File: src/wcpd_pkg.sv
// ----------------------------------------------------------------------------
// wcpd_pkg
// Types, constants and bitwise CRC16 / PN9 helpers shared by the whitened,
// CRC16-checked packet deframer.
// ----------------------------------------------------------------------------
package wcpd_pkg;

  localparam logic [15:0] CRC_POLY = 16'h8005;
  localparam logic [15:0] CRC_SEED = 16'hFFFF;
  localparam logic [8:0]  PN9_SEED = 9'h1FF;
  localparam logic [8:0]  CRC_BYTES = 9'd2;

  // Configuration register indexes.
  typedef enum logic [1:0] {
    CFG_DEWHITEN_ENABLE  = 2'd0,
    CFG_CRC_ENABLE       = 2'd1,
    CFG_DROP_LENGTH_BYTE = 2'd2
  } cfg_index_t;

  typedef struct packed {
    logic dewhiten_enable;
    logic crc_enable;
    logic drop_length_byte;
  } cfg_t;

  typedef struct packed {
    logic data_bit;
    logic sync_flag;
  } sample_t;

  typedef struct packed {
    logic [7:0] data_byte;
    logic       data_valid;
    logic       frame_end;
    logic       crc_ok;
  } result_t;

  // CRC16, polynomial 0x8005, MSB first, over one byte.
  function automatic logic [15:0] crc16_byte(logic [15:0] crc, logic [7:0] data);
    logic [15:0] c;
    logic [7:0]  d;
    logic        top;
    c = crc;
    d = data;
    for (int k = 0; k < 8; k++) begin
      top = c[15] ^ d[7];
      c = {c[14:0], 1'b0};
      if (top) begin
        c = c ^ CRC_POLY;
      end
      d = {d[6:0], 1'b0};
    end
    return c;
  endfunction

  // PN9 (x^9 + x^5 + 1) advanced by eight steps.
  function automatic logic [8:0] pn9_advance_byte(logic [8:0] lfsr);
    logic [8:0] s;
    logic       fb;
    s = lfsr;
    for (int k = 0; k < 8; k++) begin
      fb = s[0] ^ s[5];
      s = {fb, s[8:1]};
    end
    return s;
  endfunction

endpackage

File: src/wcpd_core.sv
// ----------------------------------------------------------------------------
// wcpd_core
// Frame state and per-bit datapath: bit packing, dewhitening, length decode,
// CRC16 accumulation and the frame-end check. One sample per step.
// ----------------------------------------------------------------------------
module wcpd_core (
  input  logic              clk,
  input  logic              rst,
  input  wcpd_pkg::cfg_t    cfg,
  input  wcpd_pkg::sample_t item,
  input  logic              step,
  output logic              has_result,
  output wcpd_pkg::result_t res
);
  import wcpd_pkg::*;

  logic        in_frame;
  logic [2:0]  bit_count;
  logic [8:0]  byte_count;
  logic [7:0]  shift_byte;
  logic [8:0]  frame_length;
  logic [15:0] crc_register;
  logic [7:0]  received_crc_high;
  logic [8:0]  whitening_lfsr;

  logic        in_frame_next;
  logic [2:0]  bit_count_next;
  logic [8:0]  byte_count_next;
  logic [7:0]  shift_byte_next;
  logic [8:0]  frame_length_next;
  logic [15:0] crc_register_next;
  logic [7:0]  received_crc_high_next;
  logic [8:0]  whitening_lfsr_next;

  logic        active;
  logic        starting;
  logic [2:0]  bc_cur;
  logic [8:0]  idx;
  logic [7:0]  shift_cur;
  logic [8:0]  fl_cur;
  logic [15:0] crc_cur;
  logic [7:0]  crch_cur;
  logic [8:0]  lfsr_cur;
  logic        byte_done;
  logic [7:0]  wb;
  logic [8:0]  crc_extra;
  logic [8:0]  data_bytes;
  logic        last;
  logic        payload_byte;
  logic        crc_high_byte;
  logic        crc_match;
  logic        emit;
  logic        ok;

  always_comb begin
    active   = in_frame || item.sync_flag;
    starting = !in_frame;

    // A frame that starts on this bit sees the freshly cleared state.
    bc_cur    = starting ? 3'd0 : bit_count;
    idx       = starting ? 9'd0 : byte_count;
    shift_cur = starting ? 8'd0 : shift_byte;
    fl_cur    = starting ? 9'd0 : frame_length;
    crc_cur   = starting ? CRC_SEED : crc_register;
    crch_cur  = starting ? 8'd0 : received_crc_high;
    lfsr_cur  = starting ? PN9_SEED : whitening_lfsr;

    shift_byte_next = {shift_cur[6:0], item.data_bit};
    bit_count_next  = bc_cur + 3'd1;
    byte_done       = active && (bit_count_next == 3'd0);

    wb = shift_byte_next ^ (cfg.dewhiten_enable ? lfsr_cur[7:0] : 8'd0);
    crc_extra = cfg.crc_enable ? CRC_BYTES : 9'd0;

    frame_length_next = (idx == 9'd0) ? ({1'b0, wb} + 9'd1 + crc_extra) : fl_cur;
    // Only meaningful when the frame holds at least two bytes.
    data_bytes = frame_length_next - crc_extra;
    last = ({1'b0, idx} + 10'd1) >= {1'b0, frame_length_next};

    payload_byte  = (idx < data_bytes) || (frame_length_next < 9'd2);
    crc_high_byte = !payload_byte && (idx == data_bytes);
    crc_match     = ({crch_cur, wb} == crc_cur);

    emit = payload_byte && !((idx == 9'd0) && cfg.drop_length_byte);
    ok   = last && (cfg.crc_enable ? (!payload_byte && !crc_high_byte && crc_match)
                                   : 1'b1);

    has_result     = byte_done && (emit || last);
    res.data_byte  = emit ? wb : 8'd0;
    res.data_valid = emit;
    res.frame_end  = last;
    res.crc_ok     = ok;

    in_frame_next          = byte_done ? !last : 1'b1;
    byte_count_next        = byte_done ? (idx + 9'd1) : idx;
    whitening_lfsr_next    = byte_done ? pn9_advance_byte(lfsr_cur) : lfsr_cur;
    crc_register_next      = (byte_done && payload_byte) ? crc16_byte(crc_cur, wb) : crc_cur;
    received_crc_high_next = (byte_done && crc_high_byte) ? wb : crch_cur;
    if (!byte_done) begin
      frame_length_next = fl_cur;
    end
  end

  always_ff @(posedge clk) begin
    if (rst) begin
      in_frame          <= 1'b0;
      bit_count         <= 3'd0;
      byte_count        <= 9'd0;
      shift_byte        <= 8'd0;
      frame_length      <= 9'd0;
      crc_register      <= CRC_SEED;
      received_crc_high <= 8'd0;
      whitening_lfsr    <= PN9_SEED;
    end else if (step && active) begin
      in_frame          <= in_frame_next;
      bit_count         <= bit_count_next;
      byte_count        <= byte_count_next;
      shift_byte        <= shift_byte_next;
      frame_length      <= frame_length_next;
      crc_register      <= crc_register_next;
      received_crc_high <= received_crc_high_next;
      whitening_lfsr    <= whitening_lfsr_next;
    end
  end

endmodule

File: src/whitened_crc16_packet_deframer.sv
// ----------------------------------------------------------------------------
// whitened_crc16_packet_deframer
// Packs received bits into bytes, removes PN9 whitening, decodes the length
// header, emits header and payload bytes and checks the trailing CRC16.
//
//   channel   direction  handshake              payload
//   sample    in         sample_valid/stall     wcpd_pkg::sample_t
//   result    out        result_valid/stall     wcpd_pkg::result_t
//   cfg       in         cfg_valid/ready        cfg_index, cfg_data
//
// One sample per cycle while no result is held by a stall: a sample register
// feeds the frame datapath, whose byte result lands in the result register in
// the same cycle as the sample is taken from the sample register.
// Reset is synchronous; it clears the frame state and restores register
// defaults. A stalled result holds only samples that would produce a result;
// bits inside a byte keep flowing.
// ----------------------------------------------------------------------------
module whitened_crc16_packet_deframer (
  input  logic              clk,
  input  logic              rst,
  input  logic              sample_valid,
  output logic              sample_stall,
  input  wcpd_pkg::sample_t sample,
  output logic              result_valid,
  input  logic              result_stall,
  output wcpd_pkg::result_t result,
  input  logic              cfg_valid,
  output logic              cfg_ready,
  input  logic [1:0]        cfg_index,
  input  logic              cfg_data
);
  import wcpd_pkg::*;

  cfg_t    cfg;
  logic    s1_valid;
  sample_t s1_item;
  logic    has_result;
  result_t core_res;
  logic    out_free;
  logic    advance;

  assign cfg_ready = 1'b1;

  always_ff @(posedge clk) begin
    if (rst) begin
      cfg.dewhiten_enable  <= 1'b1;
      cfg.crc_enable       <= 1'b1;
      cfg.drop_length_byte <= 1'b0;
    end else if (cfg_valid && cfg_ready) begin
      unique case (cfg_index)
        CFG_DEWHITEN_ENABLE:  cfg.dewhiten_enable  <= cfg_data;
        CFG_CRC_ENABLE:       cfg.crc_enable       <= cfg_data;
        CFG_DROP_LENGTH_BYTE: cfg.drop_length_byte <= cfg_data;
        default: ;
      endcase
    end
  end

  assign out_free     = !result_valid || !result_stall;
  assign advance      = s1_valid && (!has_result || out_free);
  assign sample_stall = s1_valid && !advance;

  always_ff @(posedge clk) begin
    if (rst) begin
      s1_valid <= 1'b0;
    end else if (sample_valid && !sample_stall) begin
      s1_valid <= 1'b1;
    end else if (advance) begin
      s1_valid <= 1'b0;
    end
  end

  always_ff @(posedge clk) begin
    if (sample_valid && !sample_stall) begin
      s1_item <= sample;
    end
  end

  wcpd_core u_core (
    .clk        (clk),
    .rst        (rst),
    .cfg        (cfg),
    .item       (s1_item),
    .step       (advance),
    .has_result (has_result),
    .res        (core_res)
  );

  always_ff @(posedge clk) begin
    if (rst) begin
      result_valid <= 1'b0;
    end else if (advance && has_result) begin
      result_valid <= 1'b1;
    end else if (!result_stall) begin
      result_valid <= 1'b0;
    end
  end

  always_ff @(posedge clk) begin
    if (advance && has_result) begin
      result <= core_res;
    end
  end

  // A CRC verdict only ever comes with the end of a frame.
  a_ok_needs_end: assert property (@(posedge clk) disable iff (rst)
    result_valid |-> (!result.crc_ok || result.frame_end))
    else $error("crc_ok set without frame_end");

  // A result without a byte must be the frame end, with a zero byte.
  a_empty_is_end: assert property (@(posedge clk) disable iff (rst)
    (result_valid && !result.data_valid) |-> (result.frame_end && result.data_byte == 8'd0))
    else $error("empty result that does not end a frame");

  // A held sample stays in the sample register unchanged.
  a_sample_held: assert property (@(posedge clk) disable iff (rst)
    (s1_valid && !advance) |=> (s1_valid && $stable(s1_item)))
    else $error("held sample lost or changed");

  // A result is never overwritten while the consumer stalls it.
  a_no_overwrite: assert property (@(posedge clk) disable iff (rst)
    (result_valid && result_stall) |-> !(advance && has_result))
    else $error("result overwritten under stall");

endmodule

File: config.mk
export PLATFORM = sky130hd
export DESIGN_NAME = whitened_crc16_packet_deframer
export DESIGN_NICKNAME = d
export VERILOG_FILES = /design/src/wcpd_pkg.sv /design/src/wcpd_core.sv /design/src/whitened_crc16_packet_deframer.sv
export SDC_FILE = /design/constraint.sdc
export NUM_CORES = 1
export LEC_CHECK = 0
export ABC_CLOCK_PERIOD_IN_PS = 10100
export BUFFER_PORTS_ARGS = -buffer_cell sky130_fd_sc_hd__buf_2
export CORE_MARGIN = 2
export CORE_UTILIZATION = 60
export CTS_CLUSTER_SIZE = 24
export DETAILED_ROUTE_END_ITERATION = 10
export PLACE_DENSITY_LB_ADDON = 0.05
export SYNTH_ARGS = -nofsm -noshare
export SYNTH_HDL_FRONTEND = slang
export SYNTH_SLANG_ARGS = --single-unit
File: constraint.sdc
create_clock -name clk -period 10.1 [get_ports clk]
set_clock_uncertainty 0.1 [all_clocks]
set_input_delay 2.02 -clock clk [delete_from_list [all_inputs] [get_ports clk]]
set_output_delay 2.02 -clock clk [all_outputs]
set_load 0.02 [all_outputs]
==> out/results.ini <==
[status]
status=complete, no violations

[power_and_ir_drop]
total_switching_power_uw=241
ir_worst_vdd_mv=0.0731
intPower_uw=533
netSwitchingFraction=0.311
power.share.sequential=0.437
clock_power_share=0.356
leakage_nw=2.19
power.density_cell_area_mw_per_mm2=131
comb_power_share=0.207

[route]
drt-initial-drc-count=388
drtAntennaViolNets=0
detail_route.wl_per_cell_um=20.3
route.final.wire_length_um=15800
via_per_inst=6.62
drc_errors=0
routed-via-count=5142
drt-pass1-iter-count=5

[floorplan]
fp.dieArea_mm2=0.0101
dieWidth_um=100
placement_rows=35
die_height_um=100
pin_count=24
initial_utilization=0.610
core_mm2=0.00915

[global_route]
groute.layer.met1.usage=0.458
grt_overflow_total=0
grt_busiest_layer=met2
initial_antenna_violation_count=0
groute.usage.overall=0.328
groute.layer.met2.usage=0.519
first_pass_grt_wire_length_um=25800
grt_start_max_net_pins=38
globalRouteMet3Util=0.0513
first_global_vias=4839

[placed_design]
hpwl_um=11300
dpl-instance-area_mm2=0.00566
io_buffers=22
gp_routability_congestion=0.927

[synthesis]
ys_ff_latch=80
postSynthAreaPerCell_um2=8.39
syn_nets=700
syn_inst=666
yosysSeqAreaShare=0.310
ys_types=86
synth_enable_flop_cells=13
yosys_warnings=0
post_synth_instance_area_mm2=0.00559
yosys_most_used_dff=dfxtp_1
ys_async_sr_fraction=0

[cells_and_area]
layout_cell_share_with_drive_strength_beyond_1=0.0976
fin_area_mm2=0.00589
syn2layout_area_growth_pct=5.42
nets=695
antenna_cells_inserted=0

[timing]
accumulated_negative_setup_slack_ps=0
hold-worst-slack_ps=361
maxSlewHeadroom=0.264
timing_max_transition_violations_final=0
worstMarginPinSlew_ps=1100
timing.final.hold_violations=0
min_tclk_post_route_ps=8030
rsz0062_at_grt=false
final.period_utilization=0.795
max_freq_mhz=125
setup_violations=0

[clock_tree]
cts-resized-gates=0
tritoncts_clock_tree=done
numClockSinks=80
cts_hold_buf=0
path_clk_slew_ps=100
cts.root.buffer_cell=clkbuf_8
numCtsBuffers=9
buffers_from_clock_root_to_sink_at_most=2
post-cts-setup-buffers=0
clock_latency_ps=360
h_tree_levels=3

[critical_path]
critical-path-top-cell-by-count=nor3_1
critPathTopFamily=compound AO/OA/AOI/OAI gates
crit_slowest_cell=o32ai_1
timing.critical_path.buf_inv=2
timing.critical_path.from=u_core.in_frame
timing.critical_path.arrival_ps=5910
timing.rr.start=u_core.in_frame
cp_data_required_time_ps=7980
sort_of_element_at_the_start_of_the_critical_path=flip-flop
crit_fanout=30
timing.critical_path.slowest_cell_delay_ps=770
setup.worst_path.end_class=primary output
worstPathCellList=inv_1 -> o32ai_1 -> ha_1 -> nand2_1 -> a21oi_1 -> nor3_1 -> o211ai_1 -> a221oi_2 -> nor2_1 -> nor3_1 -> xor2_1 -> ha_1 -> a21o_1 -> nand2b_1 -> o211a_1 -> nor3_1 -> buf_2
timing_worst_setup_path_type=flip-flop to primary output

[job]
max_cap_violations=0

[min_path]
min_path_type=flip-flop to flip-flop
min-delay-start=u_core.bit_count[1]

worst paths after layout:
kind / end / slack (ps) / cells after the start
worst max register to register: u_core.frame_length[4] / 3530 / 18
worst min register to register: u_core.bit_count[1] / 360 / 2
worst min-delay path: u_core.bit_count[1] / 360 / 2
worst max-delay path: sample_stall / 2070 / 17
per-layer routing:
layer / vias up / wire length [µm]
met5: - / 0
met4: 0 / 413
met3: 36 / 969
met2: 189 / 7280
met1: 2477 / 7130
li1: 2440 / -
synthesized netlist by cell type (15+ instances only):
cell / count / area (µm²)
o21ai_0: 30 / 150
inv_1: 20 / 75.1
xnor2_1: 43 / 377
a21oi_1: 39 / 195
nand2_1: 61 / 229
clkbuf_1: 21 / 78.8
nor2_1: 61 / 229
nand3_1: 19 / 95.1
ha_1: 23 / 288
and2_1: 15 / 93.8
dfxtp_1: 67 / 1340
metrics by stage:
step / instances / power, mW / utilization / setup WS [ps]
after floorplan: 666 / 0.467 / - / 2610
after global placement: 761 / 0.499 / 0.619 / 2740
after detailed placement: 761 / 0.502 / 0.619 / 2560
after CTS: 777 / 0.774 / 0.643 / 2160
after global routing: 777 / 0.810 / 0.643 / 1650
final: 777 / 0.773 / 0.643 / 2070
cell usage in the layout (no fill, tap or decap), types with 13 or more instances in the layout:
| cell | synthesis | final |
|---|---|---|
| xor2_1 | 13 | 13 |
| ha_1 | 23 | 23 |
| a21oi_1 | 39 | 39 |
| and2_1 | 15 | 15 |
| edfxtp_1 | 13 | 13 |
| o21ai_0 | 30 | 30 |
| nand3_1 | 19 | 19 |
| xnor2_1 | 43 | 43 |
| dfxtp_1 | 67 | 66 |
| inv_1 | 20 | 20 |
| nor3_1 | 13 | 13 |
| nand2_1 | 61 | 61 |
| buf_2 | 12 | 22 |
| nor2_1 | 61 | 61 |
cell type report:
cell class,instances,area [µm²]
multi-input combinational,521,3560
sequential,80,1730
fill,824,3260
inverter,23,86.3
clock buffer,9,124
tap,111,139
clock inverter,7,103
timing repair buffer,26,140
sequential cells by signal, indices dropped and copies added (netlist names):
signal	count
u_core.crc_register	16
result	11
u_core.byte_count	9
u_core.frame_length	9
u_core.whitening_lfsr	9
u_core.received_crc_high	8
u_core.shift_byte	7
cfg	3
u_core.bit_count	3
s1_item	2
result_valid	1
s1_valid	1
u_core.in_frame	1
power by group through the flow:
stage | sequential [mW] | combinational, mW | clock (mW)
2_1_floorplan | 0.339 | 0.128 | 0
3_3_place_gp | 0.345 | 0.154 | 0
3_5_place_dp | 0.345 | 0.157 | 0
4_1_cts | 0.338 | 0.158 | 0.278
5_1_grt | 0.339 | 0.177 | 0.294
6_report | 0.338 | 0.160 | 0.275
cells by family (layout without fill, tap and decap cells):
kind of cell | count (synthesis) | count (layout) | share of synthesized area
AND/OR/NAND/NOR | 230 | 230 | 0.204
AO/OA/AOI/OAI | 201 | 201 | 0.270
flip-flops | 80 | 80 | 0.310
buffers and inverters | 65 | 65 | 0.0533
XOR/XNOR | 57 | 57 | 0.0918
adder cells (fa/ha/maj) | 24 | 24 | 0.0551
multiplexers | 8 | 8 | 0.0146
other | 1 | 1 | 0.000671
worst reg2reg max path, delay by kind of cell (launching register included):
| family | cells | cell delay (ps) |
|---|---|---|
| DFF | 1 | 680 |
| and+or+nand+nor | 6 | 1800 |
| AOI/OAI and AO/OA | 8 | 2990 |
| xor gates and xnor gates | 1 | 110 |
| buffers and inverters | 1 | 120 |
| adders and majority gates | 2 | 680 |
Note: power is estimated with default switching activity, not from simulation.
